File: src/rtl/rta_pkg.sv
// ----------------------------------------------------------------------------
// rta_pkg
// Types, register indexes and limits shared by the thrust allocator modules.
// ----------------------------------------------------------------------------
package rta_pkg;

    localparam int MAX_THRUSTERS      = 4;
    localparam int THRUSTER_COUNT_DEF = 4;
    localparam int PIPE_STAGES        = 5;

    localparam int THRUST_W   = 24;
    localparam int RATE_W     = 23;
    localparam int COEF_W     = 18;
    localparam int ROW_W      = 3 * COEF_W;
    localparam int CFG_IDX_W  = 3;
    localparam int CFG_DATA_W = ROW_W;
    localparam int SAT_CNT_W  = 4;

    typedef logic signed [THRUST_W-1:0] thrust_t;
    typedef logic        [RATE_W-1:0]   rate_t;
    typedef logic        [ROW_W-1:0]    coef_row_t;
    typedef logic signed [COEF_W-1:0]   coef_t;

    localparam thrust_t THRUST_MAX = 24'sh7FFFFF;
    localparam thrust_t THRUST_MIN = -24'sh800000;
    localparam rate_t   RATE_MAX   = 23'h7FFFFF;

    // register indexes
    localparam logic [CFG_IDX_W-1:0] REG_RATE_LIMIT = 3'd0;
    localparam logic [CFG_IDX_W-1:0] REG_FLOOR      = 3'd1;
    localparam logic [CFG_IDX_W-1:0] REG_CEILING    = 3'd2;
    localparam logic [CFG_IDX_W-1:0] REG_COEF_ROW_0 = 3'd3;
    localparam logic [CFG_IDX_W-1:0] REG_COEF_ROW_1 = 3'd4;
    localparam logic [CFG_IDX_W-1:0] REG_COEF_ROW_2 = 3'd5;
    localparam logic [CFG_IDX_W-1:0] REG_COEF_ROW_3 = 3'd6;

    typedef struct packed {
        rate_t   rate_limit;
        thrust_t floor;
        thrust_t ceiling;
    } limits_t;

    // stage advance enables handed to each lane
    typedef struct packed {
        logic s1;
        logic s2;
        logic s3;
        logic s4;
    } pipe_ctl_t;

endpackage

File: src/rtl/rta_cfg.sv
// ----------------------------------------------------------------------------
// rta_cfg
// Configuration register file: limits and pseudo-inverse rows.
// ----------------------------------------------------------------------------
module rta_cfg (
    input  logic                                clk,
    input  logic                                rst_n,
    input  logic                                wr_en,
    input  logic [rta_pkg::CFG_IDX_W-1:0]       wr_index,
    input  logic [rta_pkg::CFG_DATA_W-1:0]      wr_data,
    output rta_pkg::limits_t                    limits,
    output rta_pkg::coef_row_t                  coef_rows [rta_pkg::MAX_THRUSTERS]
);
    import rta_pkg::*;

    limits_t   limits_reg;
    coef_row_t rows_reg [MAX_THRUSTERS];

    always_ff @(posedge clk or negedge rst_n)
    begin
        if (!rst_n)
        begin
            limits_reg.rate_limit <= RATE_MAX;
            limits_reg.floor      <= THRUST_MIN;
            limits_reg.ceiling    <= THRUST_MAX;
            for (int i = 0; i < MAX_THRUSTERS; i++)
            begin
                rows_reg[i] <= '0;
            end
        end
        else if (wr_en)
        begin
            case (wr_index)
                REG_RATE_LIMIT: limits_reg.rate_limit <= wr_data[RATE_W-1:0];
                REG_FLOOR:      limits_reg.floor      <= signed'(wr_data[THRUST_W-1:0]);
                REG_CEILING:    limits_reg.ceiling    <= signed'(wr_data[THRUST_W-1:0]);
                REG_COEF_ROW_0: rows_reg[0]           <= wr_data[ROW_W-1:0];
                REG_COEF_ROW_1: rows_reg[1]           <= wr_data[ROW_W-1:0];
                REG_COEF_ROW_2: rows_reg[2]           <= wr_data[ROW_W-1:0];
                REG_COEF_ROW_3: rows_reg[3]           <= wr_data[ROW_W-1:0];
                default:        ;
            endcase
        end
    end

    assign limits    = limits_reg;
    assign coef_rows = rows_reg;

endmodule

File: config.mk
export PLATFORM = sky130hd
export DESIGN_NAME = rta_cfg
export DESIGN_NICKNAME = d
export VERILOG_FILES = /design/src/rtl/rta_pkg.sv /design/src/rtl/rta_cfg.sv
export SDC_FILE = /design/constraint.sdc
export NUM_CORES = 1
export LEC_CHECK = 0
export BUFFER_PORTS_ARGS = -buffer_cell sky130_fd_sc_hd__buf_4
export CAP_MARGIN = 20
export CORE_MARGIN = 1.5
export CORE_UTILIZATION = 40
export DETAILED_ROUTE_END_ITERATION = 10
export REMOVE_ABC_BUFFERS = 1
export SLEW_MARGIN = 10
export SYNTH_ARGS = -nofsm -noshare
export SYNTH_HDL_FRONTEND = slang
export SYNTH_SLANG_ARGS = --single-unit
File: constraint.sdc
create_clock -name clk -period 1.45 [get_ports clk]
set_clock_uncertainty 0.2 [all_clocks]
set_input_delay 0.0725 -clock clk [delete_from_list [all_inputs] [get_ports clk]]
set_output_delay 0.0725 -clock clk [all_outputs]
set_load 0.02 [all_outputs]
==> metrics.cfg <==
[routing]
drt_iter0_drc=257
post-route-drc-count=0
first_pass_iters=4
postRouteAntennaNets=0
via_per_inst=4.66
avgRoutedWirePerCell_um=20.1
drt_wl_total_mm=29.8
num_vias=6921

[worst_setup_path]
arrival_ns=1.22
cp-startpoint=limits[3]
path_class=flop to output port
cp-end-kind=output port
critPathRequiredTime_ns=1.18
r2r_start=limits[11]
critPathTopFamily=flip-flops
cp_num_buf_inv=1
crit_chain=buf_6
cp_slowest_cell=dfstp_2
path_max_fanout=2
slowest_delay_ns=0.55
reg2reg_slack_ns=0.42
cp-start-kind=flop

[pwr]
power.total_mw=28.2
p_comb_share_pct=31.7
p_leak_nw=8.55
swShare_pct=29.7
seq_power_share_pct=39.6
irDropWorstVdd_v=0.00106
power_density_nw_per_um2=1650
power.share.clock_pct=28.6
power.internal_mw=19.8
power_switching_mw=8.40

[cts]
ctsHoldBuffers=56
tritoncts=built
insertion_delay_ns=0.53
clk_pin_slew_ns=0.06
h-tree-depth=1
cts_buffer_depth=3
cts_buffers=31
clockRootBuffer=clkbuf_16
cts.sinks=287

[layout]
largest_reg_flops=216
final_cells=1485
drive_gt1_share_pct=72.3
fin_nets=1137
design_area_um2=17200
final_cell_mix=buf_4, mux2_4, dfrtp_1, dlygate4sd3_1
area_growth_pct=44.2
layout_commonest_cell=buf_4
post-route-util_pct=59.1
diodes=0

[synth]
synth_cells=613
yosysWarnings=0
netlist_area_um2=11900
yosysSeqAreaShare_pct=60.8
syn_area_per_cell_um2=19.4
synth-seq-cells=287
ys_types=12

[timing]
relSlewSlack_pct=80.4
report.final.slew_viol_count=0
hold_slack_ns=-0.221
max_freq_ghz=0.672
grt_setup_unrepaired=true
setup_viol=47
setup_slack_ns=-0.0377
worstMarginPinSlew_ns=0.293
post-route-period-util_pct=103
fin_crit_ns=1.49
hold_viol_final=52

[floorplan]
io_pins=347
dieHeight_um=175
fp.dieArea_um2=30800
coreArea_um2=29000
dieWidth_um=175
start_util_pct=41.0
rows=62

[outcome]
violations=negative hold slack, negative setup slack
status=finished with violations

[global_routing]
grt_max_degree=50
grt_pass1_wl_mm=46.5
antenna_found_initial=0
grt_overflow_total=0
grt_pass1_vias=7515
grt.total_usage_pct=19.4

[place]
hpwl_mm=20.7
io_buffers=346
place_congestion=0.766
place_ws_ns=-0.217
placed_area_um2=15300
dp.cells=1368

[min_path]
min_path_type=input pin to async pin

[flow_run]
cap_violations=0

[kinds of logic after synthesis]
kind of cell / share of synthesized area, %
buf+inv: 3.60
flops: 60.8
mux: 34.7
simple gates: 0.841
[layer usage]
metal | GRT usage (%) | routed length, um | part of all wire (%) | up-vias
met5 | 0 | 0 | 0 | -
met4 | 3.42 | 441 | 1.5 | 0
met3 | 6.13 | 2600 | 8.7 | 34
met2 | 29.7 | 13200 | 44 | 264
met1 | 27.3 | 13600 | 46 | 3526
li1 | - | - | - | 3097
[power by group through the flow]
stage / sequential, mW / clock [mW] / combinational (mW)
2_1_floorplan: 13.3 / 0 / 2.57
3_3_place_gp: 11.2 / 0 / 8.62
3_5_place_dp: 11.2 / 0 / 8.71
4_1_cts: 11.2 / 8.32 / 9.03
5_1_grt: 11.4 / 8.66 / 9.41
6_report: 11.2 / 8.08 / 8.97
[layout make-up]
type | instances | area [um^2]
Clock buffer | 44 | 895
Fill cell | 2266 | 11900
Tap cell | 384 | 480
Sequential cell | 287 | 7240
Clock inverter | 13 | 168
Multi-Input combinational cell | 294 | 4230
Timing Repair Buffer | 463 | 4140
[worst paths after layout]
| kind | cells after the start | to |
|---|---|---|
| min in group clk | 4 | limits[70] |
| setup reg to reg | 2 | limits[11] |
| setup / recovery | 1 | limits[3] |
| hold / removal | 2 | coef_rows[206] |
| max in group asynchronous | 4 | coef_rows[37] |
| hold reg to reg | 1 | coef_rows[107] |
[Yosys cell counts]
master	count	share of area [%]
nor4b_4	1	0.20
dfstp_2	47	10
buf_4	3	0.19
mux2_1	1	0.095
mux2_4	240	30
mux2_2	46	4.4
buf_12	9	1.5
dfrtp_1	240	50
nand4b_1	3	0.22
and4bb_1	2	0.21
nor4bb_4	1	0.21
buf_6	20	1.9
[timing repair]
action	4_1_cts	5_1_grt
resized for setup	47	2
setup endpoints to repair	47	70
buffers inserted	3	2
endpoints found under the hold margin	574	52
[stage by stage]
| step | TNS, ns | hold slack [ns] |
|---|---|---|
| CTS | -2.19 | -0.236 |
| finish | -0.723 | -0.221 |
| detailed placement | -20.20 | -0.239 |
| global placement | -16.62 | -0.236 |
| global route | -2.83 | -0.221 |
| floorplan | -517.87 | -0.423 |
(Power assumes the default switching activity.)
