**src/rtl/rta_pkg.sv**
```systemverilog
// ----------------------------------------------------------------------------
// rta_pkg
// Types, register indexes and limits shared by the thrust allocator modules.
// ----------------------------------------------------------------------------
package rta_pkg;

    localparam int MAX_THRUSTERS      = 4;
    localparam int THRUSTER_COUNT_DEF = 4;
    localparam int PIPE_STAGES        = 5;

    localparam int THRUST_W   = 24;
    localparam int RATE_W     = 23;
    localparam int COEF_W     = 18;
    localparam int ROW_W      = 3 * COEF_W;
    localparam int CFG_IDX_W  = 3;
    localparam int CFG_DATA_W = ROW_W;
    localparam int SAT_CNT_W  = 4;

    typedef logic signed [THRUST_W-1:0] thrust_t;
    typedef logic        [RATE_W-1:0]   rate_t;
    typedef logic        [ROW_W-1:0]    coef_row_t;
    typedef logic signed [COEF_W-1:0]   coef_t;

    localparam thrust_t THRUST_MAX = 24'sh7FFFFF;
    localparam thrust_t THRUST_MIN = -24'sh800000;
    localparam rate_t   RATE_MAX   = 23'h7FFFFF;

    // register indexes
    localparam logic [CFG_IDX_W-1:0] REG_RATE_LIMIT = 3'd0;
    localparam logic [CFG_IDX_W-1:0] REG_FLOOR      = 3'd1;
    localparam logic [CFG_IDX_W-1:0] REG_CEILING    = 3'd2;
    localparam logic [CFG_IDX_W-1:0] REG_COEF_ROW_0 = 3'd3;
    localparam logic [CFG_IDX_W-1:0] REG_COEF_ROW_1 = 3'd4;
    localparam logic [CFG_IDX_W-1:0] REG_COEF_ROW_2 = 3'd5;
    localparam logic [CFG_IDX_W-1:0] REG_COEF_ROW_3 = 3'd6;

    typedef struct packed {
        rate_t   rate_limit;
        thrust_t floor;
        thrust_t ceiling;
    } limits_t;

    // stage advance enables handed to each lane
    typedef struct packed {
        logic s1;
        logic s2;
        logic s3;
        logic s4;
    } pipe_ctl_t;

endpackage

```
**src/rtl/rta_lane.sv**
```systemverilog
// ----------------------------------------------------------------------------
// rta_lane
// One thruster: products, rounded sum, rate limit, box clamp (four stages).
// ----------------------------------------------------------------------------
module rta_lane (
    input  logic                   clk,
    input  rta_pkg::pipe_ctl_t     ctl,
    input  rta_pkg::coef_row_t     coef_row,
    input  rta_pkg::limits_t       limits,
    input  rta_pkg::thrust_t       wrench_surge,
    input  rta_pkg::thrust_t       wrench_sway,
    input  rta_pkg::thrust_t       wrench_yaw,
    input  rta_pkg::thrust_t       prev_thrust,
    output rta_pkg::thrust_t       thrust,
    output logic [1:0]             sat_cnt
);
    import rta_pkg::*;

    localparam int PROD_W = COEF_W + THRUST_W;
    localparam int SUM_W  = PROD_W + 2;
    localparam int SH_W   = SUM_W - 16;
    localparam int DLT_W  = THRUST_W + 1;
    localparam int RL_W   = THRUST_W + 2;

    localparam logic signed [SUM_W-1:0] ROUND_HALF = SUM_W'(32768);

    // stage 1: products
    coef_t c_surge, c_sway, c_yaw;
    logic signed [PROD_W-1:0] p0_next, p1_next, p2_next;
    logic signed [PROD_W-1:0] p0_reg, p1_reg, p2_reg;
    thrust_t prev1_reg;

    assign c_surge = signed'(coef_row[COEF_W-1:0]);
    assign c_sway  = signed'(coef_row[2*COEF_W-1:COEF_W]);
    assign c_yaw   = signed'(coef_row[3*COEF_W-1:2*COEF_W]);
    assign p0_next = c_surge * wrench_surge;
    assign p1_next = c_sway  * wrench_sway;
    assign p2_next = c_yaw   * wrench_yaw;

    always_ff @(posedge clk)
    begin
        if (ctl.s1)
        begin
            p0_reg    <= p0_next;
            p1_reg    <= p1_next;
            p2_reg    <= p2_next;
            prev1_reg <= prev_thrust;
        end
    end

    // stage 2: sum, round half up, shift by 16, saturate
    logic signed [SUM_W-1:0] sum;
    logic signed [SH_W-1:0]  sh;
    thrust_t t_next, t_reg, prev2_reg;

    always_comb
    begin
        sum = SUM_W'(p0_reg) + SUM_W'(p1_reg) + SUM_W'(p2_reg) + ROUND_HALF;
        sh  = signed'(sum[SUM_W-1:16]);
        if (sh > SH_W'(THRUST_MAX))
            t_next = THRUST_MAX;
        else if (sh < SH_W'(THRUST_MIN))
            t_next = THRUST_MIN;
        else
            t_next = sh[THRUST_W-1:0];
    end

    always_ff @(posedge clk)
    begin
        if (ctl.s2)
        begin
            t_reg     <= t_next;
            prev2_reg <= prev1_reg;
        end
    end

    // stage 3: rate limit, result may leave 24 bits
    logic signed [DLT_W-1:0] delta, lim;
    logic signed [RL_W-1:0]  r_next, r_reg;
    logic                    rate_hit_next, rate_hit_reg;

    always_comb
    begin
        delta = DLT_W'(t_reg) - DLT_W'(prev2_reg);
        lim   = signed'({2'b00, limits.rate_limit});
        rate_hit_next = 1'b0;
        if (delta > lim)
        begin
            r_next        = RL_W'(prev2_reg) + RL_W'(lim);
            rate_hit_next = 1'b1;
        end
        else if (delta < -lim)
        begin
            r_next        = RL_W'(prev2_reg) - RL_W'(lim);
            rate_hit_next = 1'b1;
        end
        else
        begin
            r_next = RL_W'(t_reg);
        end
    end

    always_ff @(posedge clk)
    begin
        if (ctl.s3)
        begin
            r_reg        <= r_next;
            rate_hit_reg <= rate_hit_next;
        end
    end

    // stage 4: box clamp, floor checked first
    logic signed [RL_W-1:0] c_ext;
    logic                   box_hit;
    thrust_t                thrust_next, thrust_reg;
    logic [1:0]             cnt_reg;

    always_comb
    begin
        if (r_reg < RL_W'(limits.floor))
            c_ext = RL_W'(limits.floor);
        else if (r_reg > RL_W'(limits.ceiling))
            c_ext = RL_W'(limits.ceiling);
        else
            c_ext = r_reg;
        box_hit     = (c_ext != r_reg);
        thrust_next = c_ext[THRUST_W-1:0];
    end

    always_ff @(posedge clk)
    begin
        if (ctl.s4)
        begin
            thrust_reg <= thrust_next;
            cnt_reg    <= {1'b0, rate_hit_reg} + {1'b0, box_hit};
        end
    end

    assign thrust  = thrust_reg;
    assign sat_cnt = cnt_reg;

endmodule

```
**config.mk**
```make
export PLATFORM = sky130hd
export DESIGN_NAME = rta_lane
export DESIGN_NICKNAME = d
export VERILOG_FILES = /design/src/rtl/rta_pkg.sv /design/src/rtl/rta_lane.sv
export SDC_FILE = /design/constraint.sdc
export NUM_CORES = 2
export LEC_CHECK = 0
export BUFFER_PORTS_ARGS = -buffer_cell sky130_fd_sc_hd__clkbuf_2
export CORE_MARGIN = 4
export CORE_UTILIZATION = 60
export CTS_BUF_LIST = sky130_fd_sc_hd__clkbuf_8
export DETAILED_ROUTE_END_ITERATION = 6
export PLACE_DENSITY = 0.91
export SLEW_MARGIN = 10
export SYNTH_ARGS = -nofsm -noshare
export SYNTH_HDL_FRONTEND = slang
export SYNTH_SLANG_ARGS = --single-unit
```
**constraint.sdc**
```tcl
create_clock -name clk -period 6.83 [get_ports clk]
set_clock_uncertainty 0.2 [all_clocks]
set_input_delay 0.683 -clock clk [delete_from_list [all_inputs] [get_ports clk]]
set_output_delay 0.683 -clock clk [all_outputs]
set_load 0.01 [all_outputs]
```
==> flow_metrics.py <==
metrics = {
    "die": {
        "io_pins": 252,
        "die_h_um": 334.3,
        "start_util": 0.6051,
        "die_area_um2": 111800,
        "core_um2": 105600,
        "die_w_um": 334.3,
        "num_rows": 119,
    },
    "synthesis": {
        "synth_area_leaders": "fa_1 (41%), edfxtp_1 (12%), ha_1 (11%)",
        "async_reset_ff_frac": 0,
        "synth_seq_cells": 250,
        "synth_top_cell_by_area": "fa_1",
        "synth_edf_count": 250,
        "syn_inst": 6837,
        "synth_top_area_frac": 0.4134,
        "yosysSeqAreaShare": 0.1175,
        "synthesis.nets": 8947,
        "netlist_area_um2": 63880,
        "avgSynthCellArea_um2": 9.343,
        "yosysWarnings": 0,
        "yosys_most_used_dff": "edfxtp_1",
        "synth_cell_types": 93,
    },
    "setup_path": {
        "rr_worst_depth": 24,
        "path_class": "in2reg",
        "worstPathMaxFanout": 14,
        "critical_path.top_delay_family": "adder cells",
        "reg2reg_to": "r_reg[11]",
        "worstSetupPathDepth": 25,
        "cp_slowest_stage_delay_ns": 0.53,
        "worst_ep_required_time_ns": 7.01,
        "crit_buf_inv": 6,
        "cp-end-kind": "register",
        "start_kind": "input pin",
        "cp_slowest_cell": "fa_1",
        "r2r_slack_ns": 0.44,
        "crit_arrival_ns": 6.96,
        "cp_common_cell": "fa_1",
        "rr_startpoint": "prev2_reg[1]",
    },
    "final_layout": {
        "drive_above_1_share": 0.1246,
        "area_growth_pct": 11.18,
        "fin_util": 0.6728,
        "final_common_cell": "inv_1",
        "most-common-layout-cells": "inv_1 (1653), fa_1 (1317), nand2_1 (865)",
        "fin_nets": 9505,
    },
    "routing": {
        "detail_route.first_pass.iterations": 6,
        "vias": 50750,
        "ant_nets": 0,
        "via_per_inst": 5.751,
        "drtIter0Drc": 4587,
        "wl_per_cell_um": 19.66,
        "wl_um": 173500,
        "remaining_drc_errors": 0,
    },
    "global_route": {
        "grt_pass1_vias": 56140,
        "antenna_found_initial": 5,
        "grt_max_degree": 77,
        "grt_pass1_wl_um": 282000,
        "grt_overflow": 0,
        "grt_util_all_layers": 0.3141,
    },
    "worst_hold_path": {
        "hp-class": "in2reg",
        "whs_path_depth": 1,
        "worstHoldStart": "prev_thrust[22]",
        "hold-path-endpoint": "prev1_reg[22]",
    },
    "clock_tree": {
        "path_clk_slew_ns": 0.06,
        "cts_tree": "yes",
        "h-tree-depth": 2,
        "clockRootBuffer": "clkbuf_8",
        "clk_latency_ns": 0.66,
        "cts.sinks": 250,
        "numCtsBuffers": 47,
        "cts_buffer_depth": 3,
    },
    "timing": {
        "period_share": 0.9918,
        "drv_slew": 0,
        "tightest_slew_ns": 1.075,
        "fmax_mhz": 147.6,
        "slew_headroom": 0.2816,
        "post-route-min-period_ns": 6.774,
        "setup_viol": 0,
        "finalHoldViolations": 0,
    },
    "outcome": {
        "outcome": "finished, final reports clean",
    },
    "placed_design": {
        "dp_hpwl_um": 146000,
        "port_buffers": 251,
        "gp_congestion": 0.9705,
    },
    "flow_run": {
        "drv_cap": 0,
    },
}
-- worst max path at each step --
stage	start	end	slack, ns
2_1_floorplan	wrench_surge[13]	p0_reg[41]	-0.008
3_3_place_gp	coef_row[40]	p2_reg[38]	-0.29
3_5_place_dp	coef_row[6]	p0_reg[41]	-0.53
4_1_cts	coef_row[6]	p0_reg[41]	0.06
5_1_grt	coef_row[8]	p0_reg[41]	-0.14
6_report	coef_row[8]	p0_reg[41]	0.06
-- cell usage after synthesis (11+ instances only) --
cell / n
nand4_1: 40
or3_1: 14
a31oi_1: 14
nor2b_1: 22
o21a_1: 29
nand3_1: 42
o21ai_1: 21
xor2_1: 64
nor4_1: 15
ha_1: 565
nor2_1: 251
a221oi_1: 11
inv_1: 1646
a221o_1: 13
a21o_1: 88
fa_1: 1319
a21oi_1: 240
clkbuf_1: 237
o21ai_2: 22
xnor2_1: 182
nand2b_1: 48
edfxtp_1: 250
and3_1: 18
o21bai_1: 28
o211ai_1: 12
o221ai_1: 11
and2_1: 456
o21ai_0: 89
a211o_1: 12
nand2_1: 865
nor3_1: 40
-- layer usage --
metal  track usage  vias up  wire (µm)  part of all wire
met5             0        -          7          0.000040
met4        0.1689        2      11660             0.067
met3       0.05041      819      15610             0.090
met2        0.5477     3049      85980              0.50
met1        0.3753    24990      60250              0.35
li1              -    21890          -                 -
-- layout make-up --
class                      instances  area, µm²
clock inverter                    37      216.5
multi-input combinational       4688      49360
sequential                       250       7507
tap                             1391       1740
timing repair buffer             758       5351
clock buffer                      47      646.9
inverter                        1650       6193
antenna                            3      7.507
fill                            7123      34540
-- metrics by stage --
| stage | instances | hold slack [ns] | setup slack (ns) | setup TNS, ns | area [µm²] |
|---|---|---|---|---|---|
| after global routing | 8824 | 0.008072 | -0.1368 | -0.2993 | 71020 |
| after floorplan | 6837 | 0.2003 | -0.008198 | -0.008198 | 64140 |
| after CTS | 8813 | 0.002426 | 0.06476 | 0 | 70810 |
| after detailed placement | 8729 | 0.2045 | -0.5253 | -7.829 | 69940 |
| final | 8824 | 0.02773 | 0.05618 | 0 | 71020 |
| after global placement | 8729 | 0.2012 | -0.2901 | -2.629 | 69940 |
-- logic make-up (layout without fill, tap and decap cells) --
group	after synthesis	after routing	synth area share
buffers and inverters	1899	2492	0.1122
adder cells (fa/ha/maj)	1884	1884	0.5240
AND/OR/NAND/NOR	1842	1842	0.1359
AO/OA/AOI/OAI	710	710	0.07566
flip-flops	250	250	0.1175
XOR/XNOR	246	246	0.03373
multiplexers	6	6	0.001018
other	0	3	0
-- what timing repair did --
item,4_1_cts,5_1_grt
hold endpoints to repair,0,4
gates resized for setup,0,57
hold buffers,0,4
buffers inserted,0,4
endpoints found under the setup margin,0,11
Power is not shown: default switching activity piles up to over one toggle a cycle in this logic, so the estimate is an artifact.
